[src/rtl/cfpa_pkg.sv]
`timescale 1ns / 1ps
// ----------------------------------------------------------------------------
// cfpa_pkg
// Shared types and constants of the complex fixed-point arithmetic core.
// ----------------------------------------------------------------------------
package cfpa_pkg;

  localparam int unsigned CFPA_WORD_BITS = 32;
  localparam int unsigned CFPA_FRAC_BITS = 16;
  localparam int unsigned EPS_BITS       = 31;
  localparam int unsigned OP_BITS        = 4;

  localparam logic [EPS_BITS-1:0] EPS_RESET = EPS_BITS'(1);

  typedef enum logic [OP_BITS-1:0] {
    OP_ADD  = 4'd0,
    OP_SUB  = 4'd1,
    OP_MUL  = 4'd2,
    OP_SMUL = 4'd3,
    OP_DIV  = 4'd4,
    OP_SDIV = 4'd5,
    OP_CONJ = 4'd6,
    OP_MOD  = 4'd7,
    OP_CMP  = 4'd8,
    OP_SCMP = 4'd9
  } op_t;

  // How the back half of the pipe treats an item
  typedef enum logic [2:0] {
    K_ZERO,
    K_ADD,
    K_MUL,
    K_DIV,
    K_SQRT,
    K_CMP
  } kind_t;

  typedef struct packed {
    kind_t kind;
    logic  neg_re;
    logic  neg_im;
    logic  den_neg;
    logic  is_div4;
    logic  is_eq;
    logic  is_gt;
    logic  is_ge;
    logic  div_err;
  } ctrl_t;

  // Result flags, is_equal in the lowest bit
  typedef struct packed {
    logic saturated;
    logic div_error;
    logic is_greater_equal;
    logic is_greater;
    logic is_equal;
  } flags_t;

endpackage

[src/rtl/cfpa_iter.sv]
`timescale 1ns / 1ps
// ----------------------------------------------------------------------------
// cfpa_iter
// One registered step: a quotient bit for both divide lanes, or one root
// bit of the square root.
// ----------------------------------------------------------------------------
module cfpa_iter #(
  parameter int WORD_BITS = 32,
  parameter int FRAC_BITS = 16,
  parameter int STEP      = 0
) (
  input  logic                              clk,
  input  logic                              rst_n,
  input  logic                              up_valid,
  output logic                              up_ready,
  input  cfpa_pkg::ctrl_t                   ctrl_i,
  input  logic [2*WORD_BITS+FRAC_BITS-1:0]  r_re_i,
  input  logic [2*WORD_BITS+FRAC_BITS-1:0]  r_im_i,
  input  logic [WORD_BITS+1:0]              q_re_i,
  input  logic [WORD_BITS+1:0]              q_im_i,
  input  logic [2*WORD_BITS-1:0]            den_i,
  output logic                              dn_valid,
  input  logic                              dn_ready,
  output cfpa_pkg::ctrl_t                   ctrl_o,
  output logic [2*WORD_BITS+FRAC_BITS-1:0]  r_re_o,
  output logic [2*WORD_BITS+FRAC_BITS-1:0]  r_im_o,
  output logic [WORD_BITS+1:0]              q_re_o,
  output logic [WORD_BITS+1:0]              q_im_o,
  output logic [2*WORD_BITS-1:0]            den_o
);
  import cfpa_pkg::*;

  localparam int W  = WORD_BITS;
  localparam int NW = 2 * WORD_BITS + FRAC_BITS;
  localparam int CW = 3 * WORD_BITS + 2;
  localparam int QB = W + 1 - STEP;                    // quotient bit
  localparam int RB = (STEP < W) ? (W - 1 - STEP) : 0; // root bit

  logic          v_r, rdy;
  ctrl_t         ctrl_r;
  logic [NW-1:0] r_re_nxt, r_im_nxt, r_re_r, r_im_r, trial;
  logic [W+1:0]  q_re_nxt, q_im_nxt, q_re_r, q_im_r;
  logic [2*W-1:0] den_r;
  logic [CW-1:0] den_sh;

  assign rdy      = !v_r || dn_ready;
  assign up_ready = rdy;

  assign den_sh = CW'(den_i) << QB;
  assign trial  = (NW'(q_re_i[W-1:0]) << (RB + 1)) + (NW'(1) << (2 * RB));

  always_comb begin
    r_re_nxt = r_re_i;
    r_im_nxt = r_im_i;
    q_re_nxt = q_re_i;
    q_im_nxt = q_im_i;
    case (ctrl_i.kind)
      K_DIV: begin
        // the top step only flags a quotient that is out of range
        if (CW'(r_re_i) >= den_sh) begin
          r_re_nxt     = r_re_i - NW'(den_sh);
          q_re_nxt[QB] = 1'b1;
        end
        if (CW'(r_im_i) >= den_sh) begin
          r_im_nxt     = r_im_i - NW'(den_sh);
          q_im_nxt[QB] = 1'b1;
        end
      end
      K_SQRT: begin
        if ((STEP < W) && (r_re_i >= trial)) begin
          r_re_nxt     = r_re_i - trial;
          q_re_nxt[RB] = 1'b1;
        end
      end
      default: begin
      end
    endcase
  end

  always_ff @(posedge clk) begin
    if (!rst_n) begin
      v_r <= 1'b0;
    end else if (rdy) begin
      v_r <= up_valid;
    end
  end

  always_ff @(posedge clk) begin
    if (rdy) begin
      ctrl_r <= ctrl_i;
      r_re_r <= r_re_nxt;
      r_im_r <= r_im_nxt;
      q_re_r <= q_re_nxt;
      q_im_r <= q_im_nxt;
      den_r  <= den_i;
    end
  end

  assign dn_valid = v_r;
  assign ctrl_o   = ctrl_r;
  assign r_re_o   = r_re_r;
  assign r_im_o   = r_im_r;
  assign q_re_o   = q_re_r;
  assign q_im_o   = q_im_r;
  assign den_o    = den_r;

endmodule

[config.mk]
export PLATFORM = sky130hd
export DESIGN_NAME = cfpa_iter
export DESIGN_NICKNAME = d
export VERILOG_FILES = /design/src/rtl/cfpa_pkg.sv /design/src/rtl/cfpa_iter.sv
export SDC_FILE = /design/constraint.sdc
export NUM_CORES = 1
export LEC_CHECK = 0
export BUFFER_PORTS_ARGS = -buffer_cell sky130_fd_sc_hd__buf_2
export CAP_MARGIN = 40
export CORE_AREA = 5 5 235 237
export CTS_BUF_LIST = sky130_fd_sc_hd__clkbuf_8 sky130_fd_sc_hd__clkbuf_16
export DETAILED_ROUTE_END_ITERATION = 16
export DIE_AREA = 0 0 240 242
export SYNTH_ARGS = -nofsm -noshare
export SYNTH_HDL_FRONTEND = slang
export SYNTH_SLANG_ARGS = --single-unit
[constraint.sdc]
create_clock -name clk -period 8.66 [get_ports clk]
set_clock_uncertainty 0.15 [all_clocks]
set_input_delay 0.866 -clock clk [delete_from_list [all_inputs] [get_ports clk]]
set_output_delay 0.866 -clock clk [all_outputs]
set_load 0.1 [all_outputs]
# Yosys cells after proc, flatten, opt, wreduce, memory -nomap -nowiden
# Cells that the tools add are included.
# classes
magnitude_cmp	3
n_mux	11
addsub	4
n_reduce_logical	2
eq_ne	2
# op_table
cell	count
$mux W80	4
$ge A80 B97 Y1	2
$pmux W80 S2	1
$sub A80 B80 Y80	2
$ge A80 B65 Y1	1
$sub A80 B65 Y80	1
$add A64 B63 Y65 const B	1
$mux W1	6
$eq A3 B2 Y1 const B	1
$eq A3 B3 Y1 const B	1
$logic_not A1 Y1	1
$logic_or A1 B1 Y1	1
# word_totals
regBits	304
output_inout_bits	305
wordCells	37
in_bits	307

# Depth between registers and ports, before layout
# depth
word_depth	4
depth_mapped	16
mapped_depth_nobuf	14

# Worst setup path after synthesis
# OpenSTA, ideal clock, no wires.
# synth_path
path_kind	in2reg
startpoint	input dn_ready
endpoint	register v_r (netlist: dn_valid)
setup_slack_ps	-1497
required_ps	8012
t_arrival_ps	9509
setup_time_ps	498
stages	2
path_buffers	0
path_cell_list	nand2b_1 > a21boi_0
# synth_via
elab_chain_len	1
# synth_lines
item	line	rtl
start: declaration	cfpa_iter.sv:23	input logic dn_ready,
$logic_or A1 B1 Y1	cfpa_iter.sv:46	assign rdy = !v_r || dn_ready;
end signal: assignment	cfpa_iter.sv:84	v_r <= up_valid;
end: declaration	cfpa_iter.sv:39	logic v_r, rdy;
# Every way passes these cells.
# A chain may end at the register's enable or synchronous reset.

# Worst setup path after layout
# layout_path
startpoint	input r_im_i[33]
endpoint	register r_im_r[36] (netlist: r_im_o[36]), data pin
# layout_via
elab_chain_len	3
elab_cells_between_ends	4
cone_classes	1 x add/sub; 1 x order compare; 2 x mux
# layout_lines
item	line	rtl
start: declaration	cfpa_iter.sv:18	input logic [2*WORD_BITS+FRAC_BITS-1:0] r_im_i,
$sub A80 B80 Y80 or $ge A80 B97 Y1 (tied branches)	cfpa_iter.sv:65, cfpa_iter.sv:64	
$mux W80 (*)	cfpa_iter.sv:64	if (CW'(r_im_i) >= den_sh) begin
$mux W80 (*)	cfpa_iter.sv:57	case (ctrl_i.kind)
net r_im_nxt[36]	cfpa_iter.sv:41	logic [NW-1:0] r_re_nxt, r_im_nxt, r_re_r, r_im_r, trial;
end signal: assignment	cfpa_iter.sv:92	r_im_r <= r_im_nxt;
end: declaration	cfpa_iter.sv:41	
# Mark *: on every way through the listed nets, which the timed path passes. The rest lies on a longest branch.

==> flow_summary.ini <==
[cts]
tritoncts = yes
cts_hold_buf = 0
cts_buffers = 36
clk_path_buf_depth = 3
cts_resized = 0
cts_setup_buffers = 0
cts_max_level = 2
cts_root_buffer = clkbuf_16
clk_latency_ns = 0.54
cts.sinks = 304
clkTransAtPathRegs_ns = 0.06

[synth]
synthMostInstantiatedCell = edfxtp_1
ys_ff_latch = 304
ys_warn_count = 0
syn_area_per_cell_um2 = 11.2
ys_seq_area_share_pct = 50.9
synthesis.instances = 1597
async_reset_ff_share_pct = 0
yosysUniqueCellTypes = 69
synth.area.top_cells = edfxtp_1 51%, ha_1 8.9%, xnor2_1 3.4%
yosys_most_used_dff = edfxtp_1
synth_edf_count = 303
synth_fp_nets = 2035
synth_top_area_cell = edfxtp_1
yosys-top-cells-count = 303 x edfxtp_1, 128 x ha_1, 112 x a21oi_1
syn_area_um2 = 17900
synth_top_cell_area_share_pct = 50.8

[floorplan]
core_um2 = 53100
die_w_um = 240
io_pins = 612
die_area_um2 = 58100
initial_utilization_pct = 33.7
die_h_um = 242
num_rows = 85

[critical_path]
worst-path-max-fanout = 48
slowest_stage = buf_4
critical_path.max_stage_delay_ns = 0.61
worstSetupPathType = input port to flip-flop
cp_cell_sequence = buf_2, inv_1, ha_1, fa_1, nor2b_1, o31ai_2, a21oi_1, a221o_1, a311oi_2, o21ai_1, a21o_1, a221o_1, o21a_1, o21ai_4, buf_4, mux2_2
crit_buf_inv = 3
cp_common_cell = a221o_1
r2r_slack_ns = 6.03
r2r.worst_path.cells = 3
critPathLaunchType = input port
rr_endpoint = r_im_o[27]
crit_required_ns = 8.81
end_kind = flip-flop
cpLargestDelayFamily = compound AO/OA/AOI/OAI gates
rr_startpoint = dn_valid
worst_ep_arrival_time_ns = 5.34

[global_route]
track_usage_pct = 22.9
grt_pass1_vias = 15900
antenna_found_initial = 14
grt_max_degree = 162
grt_pass1_wl_um = 102000
grt_remaining_overflow = 0

[job]
timing.max_cap.violations = 0

[pwr]
p_leak_nw = 10.2
peakVddDrop_mv = 0.133
powerDensity_nw_per_um2 = 214
power_mw = 4.90

[sta]
hold_viol_final = 0
setup_ws_ns = 3.47
fin_crit_sh_pct = 60.0
rsz0062_at_grt = false
fin_tns_setup_ns = 0
fmax_mhz = 193
tightestPinTransition_ns = 1.01
worst_slew_margin_rel_pct = 33.0
whs_ns = 0.340
setup_viol = 0
min_period_ns = 5.19
maxSlewViolCount = 0

[detailed_routing]
drt_drc_violations_left = 0
avgRoutedWirePerCell_um = 23.9
dr.first_iter.drc_count = 1105
routed_wl_um = 70400
firstDrtPassIters = 6
ant_nets = 0
vias = 15900
via_per_inst = 5.41

[layout]
final_cell_area_um2 = 22900
area_growth_pct = 28.1
fin_util_pct = 43.2
post_route_cells_drive_above_1_share_pct = 32.1
nets = 2659
layoutNonFillerInstCount = 2947

[place]
pre_cts_ws_ns = 2.96
port_buffers = 611
gp_congestion = 0.928
placedCellCount = 2879
dpl_cell_area_um2 = 21800
dp_hpwl_um = 57500

[hold_path]
hp-class = input port to flip-flop
min_from = q_im_i[28]
whs_path_depth = 1
min_to = q_im_o[28]

[outcome]
run_status = completed
-- worst register-to-register path, stage by stage (launching register included) --
cell and delay [ns]:
dfxtp_1 0.33, nand2b_4 0.09, buf_12 0.60, buf_4 1.02
-- layout make-up --
cell class                 instances  area (µm²)
antenna                            5        12.5
clock buffer                      37         926
clock inverter                    26         191
fill                            5119       30100
inverter                         106         398
multi-input combinational       1151        8240
sequential                       304        9120
tap                              696         871
timing repair buffer             622        3170
-- cell families (layout without fill, tap and decap cells) --
logic type	count (synthesis)	in the layout	synth area share, %
fa+ha+maj	131	131	9.28
mux	48	48	2.98
flops	304	304	50.9
xor+xnor	114	114	5.58
simple gates	413	413	11.6
other cells	0	5	0
buf+inv	142	791	3.14
compound gates	445	445	16.5
-- metal layers --
| metal | GRT usage (%) | share of wire, % |
|---|---|---|
| met5 | 0 | 0.11 |
| met4 | 7.49 | 3.6 |
| met3 | 4.86 | 7.8 |
| met2 | 39.1 | 48 |
| met1 | 28.8 | 40 |
-- state kept, by name (all words and copies together) (netlist names) --
signal / count
q_im_o: 34
ctrl_o: 11
dn_valid: 1
den_o: 64
r_re_o: 80
q_re_o: 34
r_im_o: 80
-- worst max path at each step --
stage               startpoint    endpoint  cells past startpoint
global route          den_i[2]  r_im_o[36]                     15
CTS                   den_i[2]  r_im_o[54]                     15
finish              r_im_i[33]  r_im_o[36]                     16
floorplan             dn_ready    up_ready                      1
global placement      den_i[2]  r_im_o[37]                     15
detailed placement    den_i[2]  r_im_o[41]                     15
-- power by group --
part	leakage, nW	internal, mW	switching, mW
combinational	6.51	0.372	1.28
clock	0.567	0.839	0.634
sequential	3.15	1.74	0.0296
-- placed cells by master, fill, tap and decap left out, types with 6 or more instances in the layout --
cell	n
xor2_1	44
o21bai_1	21
o31ai_1	8
nor4_1	23
nand2_1	109
o211ai_1	9
a21oi_1	112
o21ai_0	83
nand2b_1	25
or3_1	8
a22oi_1	11
nor2b_1	18
a211oi_1	15
and3_1	17
a21boi_0	7
nor3_1	27
buf_4	7
nand3_1	23
a221o_1	12
a21o_1	57
or4_1	7
nand4_1	30
o21a_1	13
ha_1	128
mux2_1	15
edfxtp_1	303
clkbuf_16	37
or2_2	10
nor2_1	87
o221ai_1	25
a31oi_1	20
inv_1	112
xnor2_1	70
mux2_2	28
and2_1	11
buf_2	611
clkinv_2	6
Power figures use the tool's default switching activity.
