--- src/rtl/cfpa_pkg.sv ---
`timescale 1ns / 1ps
// ----------------------------------------------------------------------------
// cfpa_pkg
// Shared types and constants of the complex fixed-point arithmetic core.
// ----------------------------------------------------------------------------
package cfpa_pkg;

  localparam int unsigned CFPA_WORD_BITS = 32;
  localparam int unsigned CFPA_FRAC_BITS = 16;
  localparam int unsigned EPS_BITS       = 31;
  localparam int unsigned OP_BITS        = 4;

  localparam logic [EPS_BITS-1:0] EPS_RESET = EPS_BITS'(1);

  typedef enum logic [OP_BITS-1:0] {
    OP_ADD  = 4'd0,
    OP_SUB  = 4'd1,
    OP_MUL  = 4'd2,
    OP_SMUL = 4'd3,
    OP_DIV  = 4'd4,
    OP_SDIV = 4'd5,
    OP_CONJ = 4'd6,
    OP_MOD  = 4'd7,
    OP_CMP  = 4'd8,
    OP_SCMP = 4'd9
  } op_t;

  // How the back half of the pipe treats an item
  typedef enum logic [2:0] {
    K_ZERO,
    K_ADD,
    K_MUL,
    K_DIV,
    K_SQRT,
    K_CMP
  } kind_t;

  typedef struct packed {
    kind_t kind;
    logic  neg_re;
    logic  neg_im;
    logic  den_neg;
    logic  is_div4;
    logic  is_eq;
    logic  is_gt;
    logic  is_ge;
    logic  div_err;
  } ctrl_t;

  // Result flags, is_equal in the lowest bit
  typedef struct packed {
    logic saturated;
    logic div_error;
    logic is_greater_equal;
    logic is_greater;
    logic is_equal;
  } flags_t;

endpackage

--- src/rtl/cfpa_back.sv ---
`timescale 1ns / 1ps
// ----------------------------------------------------------------------------
// cfpa_back
// Output register: root rounding, saturation and flag assembly.
// ----------------------------------------------------------------------------
module cfpa_back #(
  parameter int WORD_BITS = 32,
  parameter int FRAC_BITS = 16
) (
  input  logic                              clk,
  input  logic                              rst_n,
  input  logic                              up_valid,
  output logic                              up_ready,
  input  cfpa_pkg::ctrl_t                   ctrl_i,
  input  logic [2*WORD_BITS+FRAC_BITS-1:0]  r_re_i,
  input  logic [2*WORD_BITS+FRAC_BITS-1:0]  r_im_i,
  input  logic [WORD_BITS+1:0]              q_re_i,
  input  logic [WORD_BITS+1:0]              q_im_i,
  output logic                              out_valid,
  input  logic                              out_ready,
  output logic signed [WORD_BITS-1:0]       res_re_o,
  output logic signed [WORD_BITS-1:0]       res_im_o,
  output cfpa_pkg::flags_t                  flags_o
);
  import cfpa_pkg::*;

  localparam int W  = WORD_BITS;
  localparam int NW = 2 * WORD_BITS + FRAC_BITS;

  logic          v_r, rdy, use_re, use_im;
  logic [NW-1:0] mag_re, mag_im;
  logic [W:0]    cl_re, cl_im;
  logic [W-1:0]  res_re_r, res_im_r;
  flags_t        flags_nxt, flags_r;

  function automatic logic [W:0] clamp(input logic neg, input logic [NW-1:0] mag);
    logic [NW-1:0] lim;
    logic [W-1:0]  val;
    logic          s;
    lim = (NW'(1) << (W - 1)) - (neg ? NW'(0) : NW'(1));
    s   = mag > lim;
    val = s ? lim[W-1:0] : mag[W-1:0];
    return {s, (neg ? (~val + 1'b1) : val)};
  endfunction

  assign rdy      = !v_r || out_ready;
  assign up_ready = rdy;

  always_comb begin
    mag_re = '0;
    mag_im = '0;
    use_re = 1'b0;
    use_im = 1'b0;
    case (ctrl_i.kind)
      K_ADD, K_MUL: begin
        mag_re = r_re_i;
        mag_im = r_im_i;
        use_re = 1'b1;
        use_im = 1'b1;
      end
      K_DIV: begin
        mag_re = NW'(q_re_i);
        mag_im = NW'(q_im_i);
        use_re = 1'b1;
        use_im = 1'b1;
      end
      K_SQRT: begin
        // round up when the remainder passes the root
        mag_re = NW'(q_re_i[W-1:0]) + NW'(r_re_i > NW'(q_re_i[W-1:0]));
        use_re = 1'b1;
      end
      default: begin
      end
    endcase
  end

  assign cl_re = clamp(ctrl_i.neg_re && use_re, mag_re);
  assign cl_im = clamp(ctrl_i.neg_im && use_im, mag_im);

  always_comb begin
    flags_nxt                  = '0;
    flags_nxt.is_equal         = ctrl_i.is_eq;
    flags_nxt.is_greater       = ctrl_i.is_gt;
    flags_nxt.is_greater_equal = ctrl_i.is_ge;
    flags_nxt.div_error        = ctrl_i.div_err;
    flags_nxt.saturated        = (use_re && cl_re[W]) || (use_im && cl_im[W]);
  end

  always_ff @(posedge clk) begin
    if (!rst_n) begin
      v_r <= 1'b0;
    end else if (rdy) begin
      v_r <= up_valid;
    end
  end

  always_ff @(posedge clk) begin
    if (rdy) begin
      res_re_r <= use_re ? cl_re[W-1:0] : '0;
      res_im_r <= use_im ? cl_im[W-1:0] : '0;
      flags_r  <= flags_nxt;
    end
  end

  assign out_valid = v_r;
  assign res_re_o  = $signed(res_re_r);
  assign res_im_o  = $signed(res_im_r);
  assign flags_o   = flags_r;

endmodule

--- config.mk ---
export PLATFORM = sky130hd
export DESIGN_NAME = cfpa_back
export DESIGN_NICKNAME = d
export VERILOG_FILES = /design/src/rtl/cfpa_pkg.sv /design/src/rtl/cfpa_back.sv
export SDC_FILE = /design/constraint.sdc
export NUM_CORES = 1
export LEC_CHECK = 0
export BUFFER_PORTS_ARGS = -buffer_cell sky130_fd_sc_hd__buf_4
export CORE_AREA = 2 2 140 142
export DETAILED_ROUTE_END_ITERATION = 16
export DIE_AREA = 0 0 142 144
export HOLD_SLACK_MARGIN = 0.02
export PLACE_DENSITY = 0.81
export SLEW_MARGIN = 25
export SYNTH_ARGS = -nofsm -noshare
export SYNTH_HDL_FRONTEND = slang
export SYNTH_SLANG_ARGS = --single-unit
--- constraint.sdc ---
create_clock -name clk -period 12.1 [get_ports clk]
set_input_delay 0.605 -clock clk [delete_from_list [all_inputs] [get_ports clk]]
set_output_delay 0.605 -clock clk [all_outputs]
set_load 0.02 [all_outputs]
Word level (Yosys, flattened, before mapping)
Cells that the tools add are included.
{"block": "classes", "bitwise": 2, "muxes": 10, "add_sub_neg": 5, "n_eq_ne": 4, "n_lt_le_gt_ge": 3, "reduce_logical": 10}
{"cell": "$pmux 80 s3", "n": 1}
{"cell": "$gt 80x80->1", "n": 2}
{"cell": "$pmux 80 s2", "n": 1}
{"cell": "$mux 32", "n": 4}
{"cell": "$gt 80x32->1", "n": 1}
{"cell": "$sub 32x1->33 const A", "n": 2}
{"cell": "$add 32x1->32 const B", "n": 2}
{"cell": "$not 32->32", "n": 2}
{"cell": "$add 32x1->33", "n": 1}
{"cell": "$eq 3x2->1 const B", "n": 2}
{"cell": "$logic_and 1x1->1", "n": 4}
{"cell": "$mux 1", "n": 4}
{"cell": "$reduce_or 4->1", "n": 1}
{"cell": "$eq 3x1->1 const B", "n": 1}
{"cell": "$eq 3x3->1 const B", "n": 1}
{"cell": "$reduce_or 3->1", "n": 1}
{"cell": "$logic_or 1x1->1", "n": 2}
{"cell": "$reduce_or 2->1", "n": 1}
{"cell": "$logic_not 1->1", "n": 1}
{"block": "totals", "wordCells": 42, "inputBits": 243, "reg_bits": 70, "output_inout_bits": 71}

Longest topological paths before layout
{"block": "logic_depth", "word_depth": 11, "mapped_depth": 36, "mapped_depth_nobuf": 35}

Least setup slack after synthesis
Ideal clock, no wire load.
{"block": "synth_timing", "kind": "input to register", "start": "input q_re_i[18]", "end": "register res_re_r[16] (netlist: res_re_o[16]), data pin", "path_slack_ns": 3.971, "n_path_buf": 2, "setup_time_ns": 0.167, "t_arrival_ns": 7.961, "stages": 31, "required_time_ns": 11.933, "cell_sequence": "clkbuf_1 inv_1 ha_1 nand4_1 nor4_1 o21ai_0 a21oi_1 nor4_1 o21ai_0 ha_1 ha_1 nand4_2 nor4_4 nand4_1 o311ai_0 ha_1 nand2_1 o21a_1 o221ai_1 a211o_1 o31ai_1 nand2_1 clkbuf_1 o21ai_0 ha_1 and3_1 nand3_2 o2bb2ai_2 o21ai_0 or4b_1 a211oi_1"}
{"block": "synth_via", "elab_chain_cells": 8}
{"item": "start, declared", "line_no": "cfpa_back.sv:17", "rtl": "input logic [WORD_BITS+1:0] q_re_i,"}
{"item": "$gt 80x32->1", "line_no": "cfpa_back.sv:69", "rtl": "mag_re = NW'(q_re_i[W-1:0]) + NW'(r_re_i > NW'(q_re_i[W-1:0]));"}
{"item": "$add 32x1->33", "line_no": "cfpa_back.sv:69"}
{"item": "$pmux 80 s3 *", "line_no": "cfpa_back.sv:54", "rtl": "case (ctrl_i.kind)"}
{"item": "$gt 80x80->1", "line_no": "cfpa_back.sv:41", "rtl": "s = mag > lim;"}
{"item": "$mux 32 *", "line_no": "cfpa_back.sv:42", "rtl": "val = s ? lim[W-1:0] : mag[W-1:0];"}
{"item": "$not 32->32", "line_no": "cfpa_back.sv:43", "rtl": "return {s, (neg ? (~val + 1'b1) : val)};"}
{"item": "$add 32x1->32", "line_no": "cfpa_back.sv:43"}
{"item": "$mux 32 *", "line_no": "cfpa_back.sv:43"}
{"item": "end signal, assigned", "line_no": "cfpa_back.sv:99", "rtl": "res_re_r <= use_re ? cl_re[W-1:0] : '0;"}
{"item": "end, declared", "line_no": "cfpa_back.sv:33", "rtl": "logic [W-1:0] res_re_r, res_im_r;"}
Every way passes the cells marked *; elsewhere a longest branch is shown, timed or not.
A chain may end at the register's enable or synchronous reset.

Worst setup path after layout
Ends and elaborated chain as after synthesis.

==> impl_metrics.ini <==
[run_status]
status = finished, final reports clean

[detailed_routing]
route.detailed.drc = 0
vias_per_cell = 6.389
first_pass_iters = 6
drtIter0Drc = 1245
vias = 11080
wl_per_cell_um = 19.45
routed_wl_um = 33730
drtAntennaViolNets = 0

[timing]
max_slew_margin_pct = 35.10
tns_ns = 0
worstMarginPinSlew_ns = 0.9675
setup_viol = 0
drv_slew = 0
fmax_ghz = 0.1045
hold_viol = 0
min_period_ns = 9.568
finClkSkew_ns = 0.008117
rsz0062_at_grt = false
min_period_over_period_pct = 79.07

[critical_path]
critPathRequiredTime_ns = 12.26
cp.arrival_ns = 9.73
cp-end-kind = flip-flop
start_kind = primary input
cpMostUsedCell = ha_1
cp_slowest_cell = o311ai_1
cp_slowest_stage_delay_ns = 0.83
critPathKind = primary input to flip-flop
r2r_cells = 1
crit_fanout = 36

[clocking]
cts_buffers = 9
clk_pin_slew_ns = 0.06
clkLatencyLatePin_ns = 0.34
cts_setup_buffers = 0
htree_levels = 3
cts_resized = 0
cts_buffer_depth = 2
cts_hold_buf = 0
tritoncts = yes
clock_sinks = 70
cts_root_buf = clkbuf_16

[floorplanning]
start_util_pct = 50.99
dieArea_um2 = 20450
io-pin-count = 314
core_area_um2 = 19080
die_x_um = 142
die_height_um = 144
row_count = 51

[final_layout]
final_cell_mix = 322 x buf_4, 111 x a21oi_1, 103 x nand2_1, 100 x ha_1, 97 x nor2_1
drive_gt1_share_pct = 27.21
nFillCells = 1664
final_nets = 1834
fin_util_pct = 65.16
area_delta_synth_final_pct = 27.79
final_common_cell = buf_4
antennaDiodeCount = 0

[power]
power_w = 0.001095
peakVddDrop_mv = 0.05745
p_leak_nw = 5.709
powerDensity_nw_per_um2 = 88.08

[logic_synthesis]
syn-cell-area_um2 = 9728
synth_cells = 1232
ys_seq_area_share_pct = 21.50
syn_area_per_cell_um2 = 7.896
synth_seq_cells = 70
ys_warn_count = 0
async_flop_share_pct = 0
synth_edf_count = 69
synth_cell_types = 95
synth_ff_type = edfxtp_1
synthesis.nets = 1575

[hold_path]
worstHoldPathType = primary input to flip-flop
holdPathStages = 1

[global_route]
grtUsageMet2_pct = 50.88
grt_use_met1_pct = 44.20
antenna_found_initial = 0
busiest_layer = met2
grt_max_degree = 72
first_global_vias = 9953
grt_pass1_wl_um = 51510
grt.met3_usage_pct = 5.132
grt_overflow = 0
grt_use_total_pct = 31.71

[place]
hpwl_um = 25710
port_buffers = 311
gp_congestion = 0.9545

[flow_run]
maxCapViolCount = 0
[registers in the layout, indices dropped and copies added (netlist names)]
signal	count
flags_o	5
out_valid	1
res_im_o	32
res_re_o	32
[layout make-up]
class                      instances  area, µm²  share of cell area (%)
timing repair buffer             322       2417                   19.44
multi-input combinational       1017       7059                   56.78
clock inverter                     6      70.07                  0.5636
sequential                        70       2092                   16.83
tap                              238      297.8                   2.395
inverter                          71      266.5                   2.144
clock buffer                      10      229.0                   1.842
[metrics by stage]
step | cells | worst slack (ns) | hold WS [ns] | instance area [µm²]
after global placement | 1718 | 2.380 | 0.7829 | 12130
after CTS | 1734 | 2.529 | 0.4334 | 12430
after floorplan | 1232 | 3.971 | 0.7039 | 9728
after detailed placement | 1718 | 2.248 | 0.7846 | 12130
final | 1734 | 2.532 | 0.4359 | 12430
after global routing | 1734 | 1.670 | 0.4352 | 12430
[metal layers]
layer	wire, µm	part of all wire, %	vias up
li1	-	-	5243
met1	14350	43	5157
met2	15390	46	610
met3	3115	9.2	68
met4	876	2.6	0
met5	0	0	-
[power by group]
| group | internal, W | leakage, nW | switching (W) |
|---|---|---|---|
| combinational | 0.000209 | 4.79 | 0.000298 |
| sequential | 0.000306 | 0.774 | 0.00000910 |
| clock | 0.000161 | 0.147 | 0.000112 |
[Yosys cell counts, types with 26 or more instances]
library cell | instances | area, µm²
a21oi_1 | 112 | 560.5
nand4_1 | 44 | 275.3
clkbuf_1 | 42 | 157.7
nor2_1 | 97 | 364.1
o21ai_0 | 59 | 295.3
ha_1 | 100 | 1251
edfxtp_1 | 69 | 2072
nor4_1 | 45 | 281.5
nand3_1 | 40 | 200.2
a22oi_1 | 37 | 277.8
inv_1 | 68 | 255.2
mux2i_1 | 30 | 300.3
nand2_1 | 103 | 386.6
mux2_2 | 26 | 292.8
nor3_1 | 34 | 170.2
[cell families after synthesis]
logic type	after synthesis	synth area share, %
and+or+nand+nor	459	24.86
AOI/OAI and AO/OA	371	25.51
buffers and inverters	145	6.263
adders and majority gates	100	12.86
DFF	70	21.50
muxes	59	6.482
xor gates and xnor gates	28	2.521
[path summary, 6_finish.rpt]
path | start | to | slack [ns]
worst max-delay path | q_re_i[18] | res_re_o[16] | 2.53
worst min-delay path | ctrl_i[0] | flags_o[3] | 0.44
worst max register to register | out_valid | res_re_o[27] | 10.67
worst min register to register | out_valid | flags_o[1] | 1.23
[critical path: cells and delay by family]
family | cells | cell delay, ns
adder cells (fa/ha/maj) | 5 | 1.69
AO/OA/AOI/OAI | 11 | 3.71
AND/OR/NAND/NOR | 11 | 3.21
buffers and inverters | 3 | 0.49
Power figures use the tool's default switching activity.
